## src/design/assert_macros.svh

```systemverilog
// Assertion macros used by the checked top-level module.
`ifndef ASSERT_MACROS_SVH
`define ASSERT_MACROS_SVH
// Same-cycle implication, checked on every rising clock edge outside reset.
`define CHK_SAME(lbl, ante, cons, msg) \
    lbl: assert property (@(posedge aclk) disable iff (!aresetn) (ante) |-> (cons)) \
        else $error(msg);
// Next-cycle implication, checked on every rising clock edge outside reset.
`define CHK_NEXT(lbl, ante, cons, msg) \
    lbl: assert property (@(posedge aclk) disable iff (!aresetn) (ante) |=> (cons)) \
        else $error(msg);
`endif

```

## src/design/omrs_pkg.sv

```systemverilog
// Types, constants and request structs for the rank-select skip list.
package omrs_pkg;
    localparam int NODES     = 1024;
    localparam int LEVELS    = 16;
    localparam int NODE_W    = $clog2(NODES);
    localparam int LVL_W     = $clog2(LEVELS);
    localparam int LVLC_W    = $clog2(LEVELS + 1);
    localparam int LINK_AW   = $clog2(NODES * LEVELS);
    localparam logic [NODE_W-1:0] HEAD      = NODE_W'(1);
    localparam logic [15:0]       LFSR_SEED = 16'hACE1;
    localparam logic [15:0]       LFSR_MASK = 16'hB400;
    localparam logic [31:0]       TOTAL_CAP = 32'hFFFF_FFFE;

    typedef enum logic [2:0] {
        OP_INSERT = 3'd0,
        OP_REMOVE = 3'd1,
        OP_RANK   = 3'd2,
        OP_KTH    = 3'd3,
        OP_PRED   = 3'd4,
        OP_SUCC   = 3'd5
    } op_e;

    typedef struct packed {
        logic [2:0]         op;
        logic signed [31:0] key_value;
        logic [31:0]        position;
    } in_t;

    typedef struct packed {
        logic signed [31:0] result_key;
        logic [31:0]        result_rank;
        logic               answer_valid;
        logic               pool_full;
    } out_t;

    typedef struct packed {
        logic signed [31:0] key;
        logic [31:0]        count;
        logic [LVLC_W-1:0]  level;
    } node_t;

    typedef struct packed {
        logic [NODE_W-1:0] link;
        logic [31:0]       span;
    } link_t;

    typedef struct packed {
        logic              we;
        logic [NODE_W-1:0] waddr;
        node_t             wdata;
        logic [NODE_W-1:0] raddr;
    } node_req_t;

    typedef struct packed {
        logic               we;
        logic [LINK_AW-1:0] waddr;
        link_t              wdata;
        logic [LINK_AW-1:0] raddr;
    } link_req_t;
endpackage

```

## src/design/omrs_ctrl.sv

```systemverilog
// Sequencer that walks, queries and relinks the skip list held in memory.
module omrs_ctrl import omrs_pkg::*; (
    input  logic      aclk,
    input  logic      aresetn,
    input  logic      s_valid,
    output logic      s_ready,
    input  in_t       s_data,
    output logic      m_valid,
    input  logic      m_ready,
    output out_t      m_data,
    output node_req_t node_req,
    input  node_t     node_rdata,
    output link_req_t link_req,
    input  link_t     link_rdata
);
    typedef enum logic [4:0] {
        S_CLR, S_IDLE, S_WRD, S_WLNK, S_WKEY, S_DEC, S_SPADJ, S_DRAW, S_INS,
        S_INS2, S_REM, S_REM2, S_SLNK, S_SKEY, S_KRD, S_KLNK, S_KKEY, S_OUT
    } state_t;

    function automatic logic [LINK_AW-1:0] link_addr(input logic [NODE_W-1:0] n,
                                                     input logic [LVL_W-1:0] h);
        link_addr = LINK_AW'(n) * LINK_AW'(LEVELS) + LINK_AW'(h);
    endfunction

    localparam logic [LVL_W-1:0] TOP = LVL_W'(LEVELS - 1);

    state_t             state_reg, state_next;
    logic [2:0]         op_reg, op_next;
    logic signed [31:0] key_reg, key_next;
    logic [31:0]        pos_reg, pos_next;
    logic [LVL_W-1:0]   h_reg, h_next;
    logic [NODE_W-1:0]  i_reg, i_next;
    logic [NODE_W-1:0]  j_reg, j_next;
    logic [NODE_W-1:0]  used_reg, used_next;
    logic [31:0]        r_reg, r_next;
    logic [32:0]        c_reg, c_next;
    logic signed [31:0] cur_key_reg, cur_key_next;
    logic [31:0]        total_reg, total_next;
    logic [15:0]        lfsr_reg, lfsr_next;
    logic [LVLC_W-1:0]  lvl_reg, lvl_next;
    link_t              lnk_reg, lnk_next;
    node_t              hit_node_reg, hit_node_next;
    out_t               res_reg, res_next;
    out_t               m_data_reg, m_data_next;
    logic               m_valid_reg, m_valid_next;

    // Path record of the last walk, one entry per level.
    logic [NODE_W-1:0] upd_reg [LEVELS];
    logic [31:0]       acc_reg [LEVELS];
    link_t             nxt_reg [LEVELS];
    logic              rec_we;
    link_t             rec_link;

    logic              hit;
    logic [31:0]       down;
    logic [32:0]       c_sum;

    assign s_ready  = (state_reg == S_IDLE);
    assign m_valid  = m_valid_reg;
    assign m_data   = m_data_reg;
    assign hit      = (nxt_reg[0].link != '0) && (hit_node_reg.key == key_reg);
    assign down     = acc_reg[0] - acc_reg[h_reg];
    assign c_sum    = c_reg + {1'b0, link_rdata.span};

    // Next-state and memory request logic.
    always_comb begin
        state_next    = state_reg;
        op_next       = op_reg;
        key_next      = key_reg;
        pos_next      = pos_reg;
        h_next        = h_reg;
        i_next        = i_reg;
        j_next        = j_reg;
        used_next     = used_reg;
        r_next        = r_reg;
        c_next        = c_reg;
        cur_key_next  = cur_key_reg;
        total_next    = total_reg;
        lfsr_next     = lfsr_reg;
        lvl_next      = lvl_reg;
        lnk_next      = lnk_reg;
        hit_node_next = hit_node_reg;
        res_next      = res_reg;
        m_data_next   = m_data_reg;
        m_valid_next  = m_valid_reg && !m_ready;
        node_req      = '0;
        link_req      = '0;
        rec_we        = 1'b0;
        rec_link      = lnk_reg;

        unique case (state_reg)
            S_CLR: begin
                link_req.we    = 1'b1;
                link_req.waddr = link_addr(HEAD, h_reg);
                if (h_reg == TOP) begin
                    state_next = S_IDLE;
                end else begin
                    h_next = h_reg + 1'b1;
                end
            end
            S_IDLE: begin
                if (s_valid) begin
                    op_next  = s_data.op;
                    key_next = s_data.key_value;
                    pos_next = s_data.position;
                    i_next   = HEAD;
                    r_next   = '0;
                    c_next   = '0;
                    h_next   = TOP;
                    res_next = '0;
                    priority case (s_data.op)
                        OP_INSERT, OP_REMOVE, OP_RANK, OP_PRED, OP_SUCC: begin
                            state_next = S_WRD;
                        end
                        OP_KTH: begin
                            if (s_data.position == '0 || s_data.position > total_reg) begin
                                state_next = S_OUT;
                            end else begin
                                state_next = S_KRD;
                            end
                        end
                        default: state_next = S_OUT;
                    endcase
                end
            end
            // Descent toward the key: link read, then key read of its target.
            S_WRD: begin
                link_req.raddr = link_addr(i_reg, h_reg);
                state_next     = S_WLNK;
            end
            S_WLNK: begin
                lnk_next = link_rdata;
                if (link_rdata.link != '0) begin
                    node_req.raddr = link_rdata.link;
                    state_next     = S_WKEY;
                end else begin
                    rec_we   = 1'b1;
                    rec_link = link_rdata;
                    if (h_reg == '0) begin
                        state_next = S_DEC;
                    end else begin
                        h_next     = h_reg - 1'b1;
                        state_next = S_WRD;
                    end
                end
            end
            S_WKEY: begin
                if (node_rdata.key < key_reg) begin
                    r_next       = r_reg + lnk_reg.span;
                    i_next       = lnk_reg.link;
                    cur_key_next = node_rdata.key;
                    state_next   = S_WRD;
                end else begin
                    rec_we = 1'b1;
                    if (h_reg == '0) begin
                        hit_node_next = node_rdata;
                        state_next    = S_DEC;
                    end else begin
                        h_next     = h_reg - 1'b1;
                        state_next = S_WRD;
                    end
                end
            end
            // Decide what the operation does once the path is known.
            S_DEC: begin
                h_next     = '0;
                state_next = S_OUT;
                priority case (op_reg)
                    OP_INSERT: begin
                        if (total_reg >= TOTAL_CAP) begin
                            state_next = S_OUT;
                        end else if (hit) begin
                            node_req.we    = 1'b1;
                            node_req.waddr = nxt_reg[0].link;
                            node_req.wdata = hit_node_reg;
                            node_req.wdata.count = hit_node_reg.count + 1'b1;
                            total_next = total_reg + 1'b1;
                            state_next = S_SPADJ;
                        end else if ({1'b0, used_reg} + 1'b1 >= (NODE_W + 1)'(NODES)) begin
                            res_next.pool_full = 1'b1;
                        end else begin
                            j_next     = used_reg + 1'b1;
                            used_next  = used_reg + 1'b1;
                            lvl_next   = LVLC_W'(1);
                            state_next = S_DRAW;
                        end
                    end
                    OP_REMOVE: begin
                        if (hit) begin
                            total_next = total_reg - 1'b1;
                            if (hit_node_reg.count > 32'd1) begin
                                node_req.we    = 1'b1;
                                node_req.waddr = nxt_reg[0].link;
                                node_req.wdata = hit_node_reg;
                                node_req.wdata.count = hit_node_reg.count - 1'b1;
                                state_next = S_SPADJ;
                            end else begin
                                state_next = S_REM;
                            end
                        end
                    end
                    OP_RANK: begin
                        res_next.result_rank  = acc_reg[0] + 1'b1;
                        res_next.answer_valid = 1'b1;
                    end
                    OP_PRED: begin
                        if (i_reg != HEAD) begin
                            res_next.result_key   = cur_key_reg;
                            res_next.answer_valid = 1'b1;
                        end
                    end
                    OP_SUCC: begin
                        if (hit) begin
                            link_req.raddr = link_addr(nxt_reg[0].link, '0);
                            state_next     = S_SLNK;
                        end else if (nxt_reg[0].link != '0) begin
                            res_next.result_key   = hit_node_reg.key;
                            res_next.answer_valid = 1'b1;
                        end
                    end
                    default: state_next = S_OUT;
                endcase
            end
            // Span of every path link moves by one for a duplicate change.
            S_SPADJ: begin
                link_req.we    = 1'b1;
                link_req.waddr = link_addr(upd_reg[h_reg], h_reg);
                link_req.wdata = nxt_reg[h_reg];
                link_req.wdata.span = (op_reg == OP_INSERT) ? nxt_reg[h_reg].span + 1'b1
                                                            : nxt_reg[h_reg].span - 1'b1;
                if (h_reg == TOP) begin
                    res_next.answer_valid = 1'b1;
                    state_next = S_OUT;
                end else begin
                    h_next = h_reg + 1'b1;
                end
            end
            // Level draw: one register step per cycle.
            S_DRAW: begin
                if (lvl_reg < LVLC_W'(LEVELS)) begin
                    lfsr_next = (lfsr_reg >> 1) ^ (lfsr_reg[0] ? LFSR_MASK : 16'h0000);
                end
                if (lvl_reg < LVLC_W'(LEVELS) && lfsr_reg[0]) begin
                    lvl_next = lvl_reg + 1'b1;
                end else begin
                    node_req.we          = 1'b1;
                    node_req.waddr       = j_reg;
                    node_req.wdata.key   = key_reg;
                    node_req.wdata.count = 32'd1;
                    node_req.wdata.level = lvl_reg;
                    total_next = total_reg + 1'b1;
                    state_next = S_INS;
                end
            end
            // Splice the new node in, level by level.
            S_INS: begin
                link_req.we = 1'b1;
                if (LVLC_W'(h_reg) >= lvl_reg) begin
                    link_req.waddr      = link_addr(upd_reg[h_reg], h_reg);
                    link_req.wdata      = nxt_reg[h_reg];
                    link_req.wdata.span = nxt_reg[h_reg].span + 1'b1;
                    if (h_reg == TOP) begin
                        res_next.answer_valid = 1'b1;
                        state_next = S_OUT;
                    end else begin
                        h_next = h_reg + 1'b1;
                    end
                end else begin
                    link_req.waddr      = link_addr(j_reg, h_reg);
                    link_req.wdata      = nxt_reg[h_reg];
                    link_req.wdata.span = nxt_reg[h_reg].span - down;
                    state_next          = S_INS2;
                end
            end
            S_INS2: begin
                link_req.we         = 1'b1;
                link_req.waddr      = link_addr(upd_reg[h_reg], h_reg);
                link_req.wdata.link = j_reg;
                link_req.wdata.span = down + 1'b1;
                if (h_reg == TOP) begin
                    res_next.answer_valid = 1'b1;
                    state_next = S_OUT;
                end else begin
                    h_next     = h_reg + 1'b1;
                    state_next = S_INS;
                end
            end
            // Unlink the removed node, level by level.
            S_REM: begin
                if (LVLC_W'(h_reg) >= hit_node_reg.level) begin
                    link_req.we         = 1'b1;
                    link_req.waddr      = link_addr(upd_reg[h_reg], h_reg);
                    link_req.wdata      = nxt_reg[h_reg];
                    link_req.wdata.span = nxt_reg[h_reg].span - 1'b1;
                    if (h_reg == TOP) begin
                        res_next.answer_valid = 1'b1;
                        state_next = S_OUT;
                    end else begin
                        h_next = h_reg + 1'b1;
                    end
                end else begin
                    link_req.raddr = link_addr(nxt_reg[0].link, h_reg);
                    state_next     = S_REM2;
                end
            end
            S_REM2: begin
                link_req.we         = 1'b1;
                link_req.waddr      = link_addr(upd_reg[h_reg], h_reg);
                link_req.wdata.link = link_rdata.link;
                link_req.wdata.span = nxt_reg[h_reg].span + link_rdata.span - 1'b1;
                if (h_reg == TOP) begin
                    res_next.answer_valid = 1'b1;
                    state_next = S_OUT;
                end else begin
                    h_next     = h_reg + 1'b1;
                    state_next = S_REM;
                end
            end
            // Successor past an exact match.
            S_SLNK: begin
                if (link_rdata.link != '0) begin
                    node_req.raddr = link_rdata.link;
                    state_next     = S_SKEY;
                end else begin
                    state_next = S_OUT;
                end
            end
            S_SKEY, S_KKEY: begin
                res_next.result_key   = node_rdata.key;
                res_next.answer_valid = 1'b1;
                state_next            = S_OUT;
            end
            // Descent by position for the kth smallest query.
            S_KRD: begin
                link_req.raddr = link_addr(i_reg, h_reg);
                state_next     = S_KLNK;
            end
            S_KLNK: begin
                if (link_rdata.link != '0 && c_sum < {1'b0, pos_reg}) begin
                    c_next     = c_sum;
                    i_next     = link_rdata.link;
                    state_next = S_KRD;
                end else if (h_reg != '0) begin
                    h_next     = h_reg - 1'b1;
                    state_next = S_KRD;
                end else if (link_rdata.link != '0) begin
                    node_req.raddr = link_rdata.link;
                    state_next     = S_KKEY;
                end else begin
                    state_next = S_OUT;
                end
            end
            S_OUT: begin
                if (!m_valid_reg || m_ready) begin
                    m_data_next  = res_reg;
                    m_valid_next = 1'b1;
                    state_next   = S_IDLE;
                end
            end
            default: state_next = S_IDLE;
        endcase
    end

    // State and registered outputs.
    always_ff @(posedge aclk) begin
        if (!aresetn) begin
            state_reg   <= S_CLR;
            h_reg       <= '0;
            used_reg    <= HEAD;
            total_reg   <= '0;
            lfsr_reg    <= LFSR_SEED;
            m_valid_reg <= 1'b0;
        end else begin
            state_reg   <= state_next;
            h_reg       <= h_next;
            used_reg    <= used_next;
            total_reg   <= total_next;
            lfsr_reg    <= lfsr_next;
            m_valid_reg <= m_valid_next;
        end
        op_reg       <= op_next;
        key_reg      <= key_next;
        pos_reg      <= pos_next;
        i_reg        <= i_next;
        j_reg        <= j_next;
        r_reg        <= r_next;
        c_reg        <= c_next;
        cur_key_reg  <= cur_key_next;
        lvl_reg      <= lvl_next;
        lnk_reg      <= lnk_next;
        hit_node_reg <= hit_node_next;
        res_reg      <= res_next;
        m_data_reg   <= m_data_next;
    end

    // Path record written as each level of the walk closes.
    always_ff @(posedge aclk) begin
        if (rec_we) begin
            upd_reg[h_reg] <= i_reg;
            acc_reg[h_reg] <= r_reg;
            nxt_reg[h_reg] <= rec_link;
        end
    end
endmodule

```

## config.mk

```make
export PLATFORM = sky130hd
export DESIGN_NAME = omrs_ctrl
export DESIGN_NICKNAME = d
export VERILOG_FILES = /design/src/design/assert_macros.svh /design/src/design/omrs_pkg.sv /design/src/design/omrs_ctrl.sv
export SDC_FILE = /design/constraint.sdc
export NUM_CORES = 2
export LEC_CHECK = 0
export BUFFER_PORTS_ARGS = -buffer_cell sky130_fd_sc_hd__buf_4
export CAP_MARGIN = 20
export CORE_UTILIZATION = 35
export DETAILED_ROUTE_END_ITERATION = 8
export GPL_TIMING_DRIVEN = 0
export PLACE_DENSITY = 0.53
export SLEW_MARGIN = 30
export SYNTH_ARGS = -nofsm -noshare
export SYNTH_HDL_FRONTEND = slang
export SYNTH_SLANG_ARGS = --single-unit
export TNS_END_PERCENT = 30
```

## constraint.sdc

```tcl
create_clock -name aclk -period 13.5 [get_ports aclk]
set_input_delay 1.35 -clock aclk [delete_from_list [all_inputs] [get_ports aclk]]
set_output_delay 1.35 -clock aclk [all_outputs]
set_load 0.005 [all_outputs]
```

After elaboration in Yosys (flattened, before gate mapping)
Memories as Yosys holds them, arrays and structs flattened. A register that Yosys moved wholly into a read port is not among the register bits.
Index checks and enable logic that the tools add are counted.
Operators by class
  reductions and logical operators: 47
  $add $sub $neg: 24
  order comparisons: 9
  bitwise logic cells: 5
  eq/ne operators: 57
  muxes and demuxes: 115
Operators by type and width (number)
  $mux W80: 5
  $mux W32: 11
  $pmux W32 S2: 5
  $pmux W80 S2: 2
  $pmux W42 S5: 1
  $add A32 B1 Y32 const B: 5
  $sub A32 B1 Y32 const B: 4
  $mux W5: 23
  $pmux W32 S3: 1
  $pmux W5 S17: 1
  $mux W42: 2
  $mux W33: 2
  $mux W66: 1
  $pmux W33 S2: 1
  $add A32 B32 Y32: 2
  $mux W4: 16
  $sub A32 B32 Y32: 2
  $mux W10: 6
  $pmux W15 S4: 1
  $mux W57: 1
  $add A14 B4 Y14: 4
  $mux W56: 1
  $mux W14: 3
  $pmux W14 S3: 1
  other kinds (68): 156
Word-level totals
  input bits: 182
  word-level logic and storage cells: 288
  output and inout bits: 229
  bits in writable memories: 1344
  register bits: 500
  memories: 3
Memories
  nxt_reg: words 16, width 42, rd ports 2, clocked after memory_dff 1, write ports 1, RTL line omrs_ctrl.sv:51  | link_t nxt_reg [LEVELS];
  acc_reg: words 16, width 32, rd ports 2, clocked after memory_dff 1, write ports 1, RTL line omrs_ctrl.sv:50  | logic [31:0] acc_reg [LEVELS];
  upd_reg: words 16, width 10, rd ports 1, clocked after memory_dff 1, write ports 1, RTL line omrs_ctrl.sv:49  | logic [NODE_W-1:0] upd_reg [LEVELS];

Logic depth before layout (Yosys ltp)
  depth after elaboration: 7
  gate-level depth with buffers: 34
  gate-level depth less buffers: 24

Worst setup path after synthesis
OpenSTA, ideal clock, no wires.
  path type: register to register
  from: register state_reg[1]
  to: memory acc_reg[11][0] (enable)
  path buffers: 1
  data required time: 12.767 ns
  setup slack: -1.202 ns
  cell stages (with the launch flop): 8
  arrival: 13.969 ns
  period minus slack after synthesis: 14.702 ns
  setup time: 0.733 ns
  path through: dfxtp_1 clkbuf_1 nand2_1 nor4_1 inv_1 nor2_1 nor2_1 nor4_1
Between the ends
  word-level cells in the longest chain between the ends: 4
  elaborated cells between the ends (all ways): 5
  classes of those cells: 2 x eq/ne; 3 x mux
Ends and longest elaborated chain
  start, declared: RTL line omrs_ctrl.sv:28  | state_t state_reg, state_next;
  start signal, assigned: RTL line omrs_ctrl.sv:375  | state_reg <= state_next;
  $eq A5 B3 Y1 / $eq A5 B2 Y1 (equally long branches): RTL line omrs_ctrl.sv:92  | unique case (state_reg)
  $pmux W1 S2 *: RTL line omrs_ctrl.sv:92
  $mux W1 *: RTL line omrs_ctrl.sv:399  | if (rec_we) begin
  $mux W1 (implied by the code) *: RTL line omrs_ctrl.sv:401  | acc_reg[h_reg] <= r_reg;
  end, declared: RTL line omrs_ctrl.sv:50
Every way passes the cells marked *; elsewhere a longest branch is shown, timed or not.

==> impl_metrics.yaml <==
worst_setup_path:
  worst_ep_arrival_time_ns: 11.53
  start_kind: "register"
  path_common_cell: "clkbuf_1"
  cp_max_fo: 19
  crit_required_ns: 12.15
  critPathMaxStageDelay_ns: 0.78
  end_kind: "output port"
  crit_type: "register to output port"
  slowest_stage: "clkbuf_1"
drt:
  vias: 56700
  drtAntennaViolNets: 0
  wl_per_cell_um: 28.9
  vias_per_cell: 5.54
  drc: 0
  detail_route.first_pass.iterations: 6
  routed_wl_um: 296000
  drt_iter0_markers: 6015
grt:
  grt_use_total_pct: 23.2
  overflow: 0
  grt_pass1_vias: 55400
  grt_max_degree: 44
  antenna_found_initial: 11
  grt_pass1_wl_um: 414000
clock_tree:
  root_buffer: "clkbuf_16"
  cts_hold_buf: 0
  clk_latency_ns: 0.89
  cts.path.max_buffers: 3
  clock-sinks: 1848
  postCtsSetupBuffers: 0
  numCtsBuffers: 200
  clk_pin_slew_worst_paths_ns: 0.06
  cts_tree: "yes"
  htree_levels: 4
timing:
  setup_tns_ns: 0
  finalSetupViolCount: 0
  maxSlewHeadroom_pct: 27.0
  whs_ns: 0.407
  finalHoldViolations: 0
  rsz0062_at_grt: "false"
  finClkSkew_ns: 0.0692
  fin_crit_ns: 12.88
  min_period_over_period_pct: 95.4
  slew_violations: 0
  tightest_slew_ns: 1.08
  fmax_mhz: 77.6
placement:
  place_hpwl_um: 222000
  gp_congestion: 0.945
  io_buffers: 409
yosys:
  synthFlopType: "edfxtp_1"
  synth.area.top_cells: "edfxtp_1 61%, mux4_2 11%, ha_1 4.4%, xnor2_1 1.8%, dfxtp_1 1.6%"
  muxShareOfSynthArea_pct: 11.8
  ys_seq_elements: 1848
  syn-cell-area_um2: 87400
  post-synth-top-area-fraction_pct: 61.0
  ys_types: 86
  seq_area_frac_synth_pct: 62.7
  synthXorXnorAreaFrac_pct: 2.59
  syn_area_per_cell_um2: 14.7
  syn_nets: 6432
  syn_inst: 5939
  async_flop_share_pct: 0
  yosys.area_share.simple_pct: 7.60
  synth_compound_area_share_pct: 8.11
  ys_warn_count: 0
  synthAdderAreaFrac_pct: 4.51
  synth_edf_count: 1776
  yosys.area.top_type: "edfxtp_1"
  synth_top_family_by_area: "multiplexers"
floorplanning:
  initial_core_util_pct: 35.2
  core_um2: 248000
  die_w_um: 502
  rows: 183
  boundaryPins: 411
  fp.dieH_um: 502
  dieArea_um2: 252000
layout:
  area_growth_pct: 18.8
  largest_reg_flops: 672
  drive_above_1_share_pct: 21.6
  fin_util_pct: 41.8
  nNetsFinal: 7215
pwr:
  power_frac_seq_pct: 46.5
  p_comb_share_pct: 11.2
  p_int_w: 0.0101
  switchingPower_w: 0.00329
  p_sw_share_pct: 24.6
  p_per_area_nw_per_um2: 129
  p_total_w: 0.0133
  clkPwrFrac_pct: 42.3
  p_leak_nw: 36.1
  worst_ir_drop_vdd_mv: 0.107
worst_hold_path:
  min_path_type: "register to register"
status:
  outcome: "completed"
run:
  maxCapViolations: 0
==> worst max-delay path: cells and delay by family (launching register included) <==
family	cells	cell delay, ns
compound gates	10	3.04
mux	2	0.89
xor+xnor	1	0.18
buf+inv	11	4.58
fa+ha+maj	3	0.94
simple gates	2	0.49
flops	1	0.46
==> synth_stat cells (all sizes together), types with 54 or more instances <==
master  count
mux2i      54
inv       370
a22o       69
xor2       77
nor2      329
and3       57
and2      101
nand3     126
edfxtp   1776
a21oi     248
mux4      417
o21ai     233
nor3       92
xnor2     181
clkbuf    165
dfxtp      72
ha        306
nand4      66
a21o      103
nand2     315
buf        63
==> power by group through the flow <==
stage / clock network (W) / registers [W] / logic, W
2_1_floorplan: 0 / 0.00632 / 0.000976
3_3_place_gp: 0 / 0.00632 / 0.00146
3_5_place_dp: 0 / 0.00632 / 0.00147
4_1_cts: 0.00576 / 0.00620 / 0.00148
5_1_grt: 0.00596 / 0.00620 / 0.00161
6_report: 0.00565 / 0.00620 / 0.00150
==> routing by layer <==
layer  GRT usage [%]  share of wire (%)  vias to the layer above
li1                -                  -                    24900
met1            31.3                 42                    29500
met2            38.0                 48                     2033
met3            2.88                5.6                      351
met4            8.87                4.0                        0
met5               0                  0                        -
==> cell type report <==
class / count / area, um^2
Buffer: 227 / 985
Antenna cell: 11 / 27.5
Multi-Input combinational cell: 3492 / 30600
Clock buffer: 246 / 5280
Timing Repair Buffer: 582 / 5130
Tap cell: 3330 / 4170
Sequential cell: 1848 / 54800
Clock inverter: 127 / 1500
Inverter: 371 / 1400
Fill cell: 22700 / 145000
==> cell usage in the layout, fill, tap and decap left out, types with 77 or more instances in the layout <==
cell type | netlist | layout
ha_1 | 306 | 306
nor2_1 | 329 | 323
nand3_1 | 126 | 126
xor2_1 | 77 | 77
clkbuf_1 | 165 | 176
a21o_1 | 103 | 103
buf_4 | 6 | 445
mux4_2 | 417 | 417
and2_1 | 100 | 89
o21ai_0 | 229 | 220
xnor2_1 | 181 | 180
nor3_1 | 91 | 87
edfxtp_1 | 1776 | 1776
buf_2 | 23 | 115
a21oi_1 | 248 | 248
inv_1 | 370 | 369
clkbuf_16 | 0 | 204
nand2_1 | 315 | 315
==> cells by family (layout without fill, tap and decap cells) <==
| group | count (synthesis) | count (layout) |
|---|---|---|
| xor+xnor | 258 | 258 |
| flops | 1848 | 1848 |
| simple gates | 1340 | 1340 |
| other cells | 0 | 11 |
| compound gates | 1074 | 1074 |
| fa+ha+maj | 312 | 312 |
| buf+inv | 599 | 1553 |
| mux | 508 | 508 |
==> stage by stage <==
stage | std cells | setup WS, ns | area [um^2]
detailed placement | 9850 | 0.665 | 97000
global placement | 9678 | -20.69 | 94600
global route | 10200 | 0.116 | 104000
floorplan | 5939 | -1.20 | 87400
finish | 10200 | 0.616 | 104000
CTS | 10200 | 0.00142 | 104000
==> repair_timing <==
| item | 4_1_cts | 5_1_grt |
|---|---|---|
| setup endpoints to repair | 2 | 6 |
| pin swaps | 0 | 0 |
| gates cloned | 0 | 0 |
| gates resized for setup | 4 | 2 |
==> worst paths after layout <==
kind | endpoint | cells after the start | start | slack [ns]
max | link_req[42] | 29 | register | 0.62
min | m_data[55]$_DFFE_PP_ | 0 | res_reg[55]$_DFFE_PP_ | 0.41
max reg2reg | i_reg[4]$_DFFE_PP_ | 23 | c_reg[0]$_SDFFCE_PN0P_ | 6.63
min reg2reg | m_data[55]$_DFFE_PP_ | 0 | res_reg[55]$_DFFE_PP_ | 0.41
Note: power is estimated with default switching activity, not from simulation.
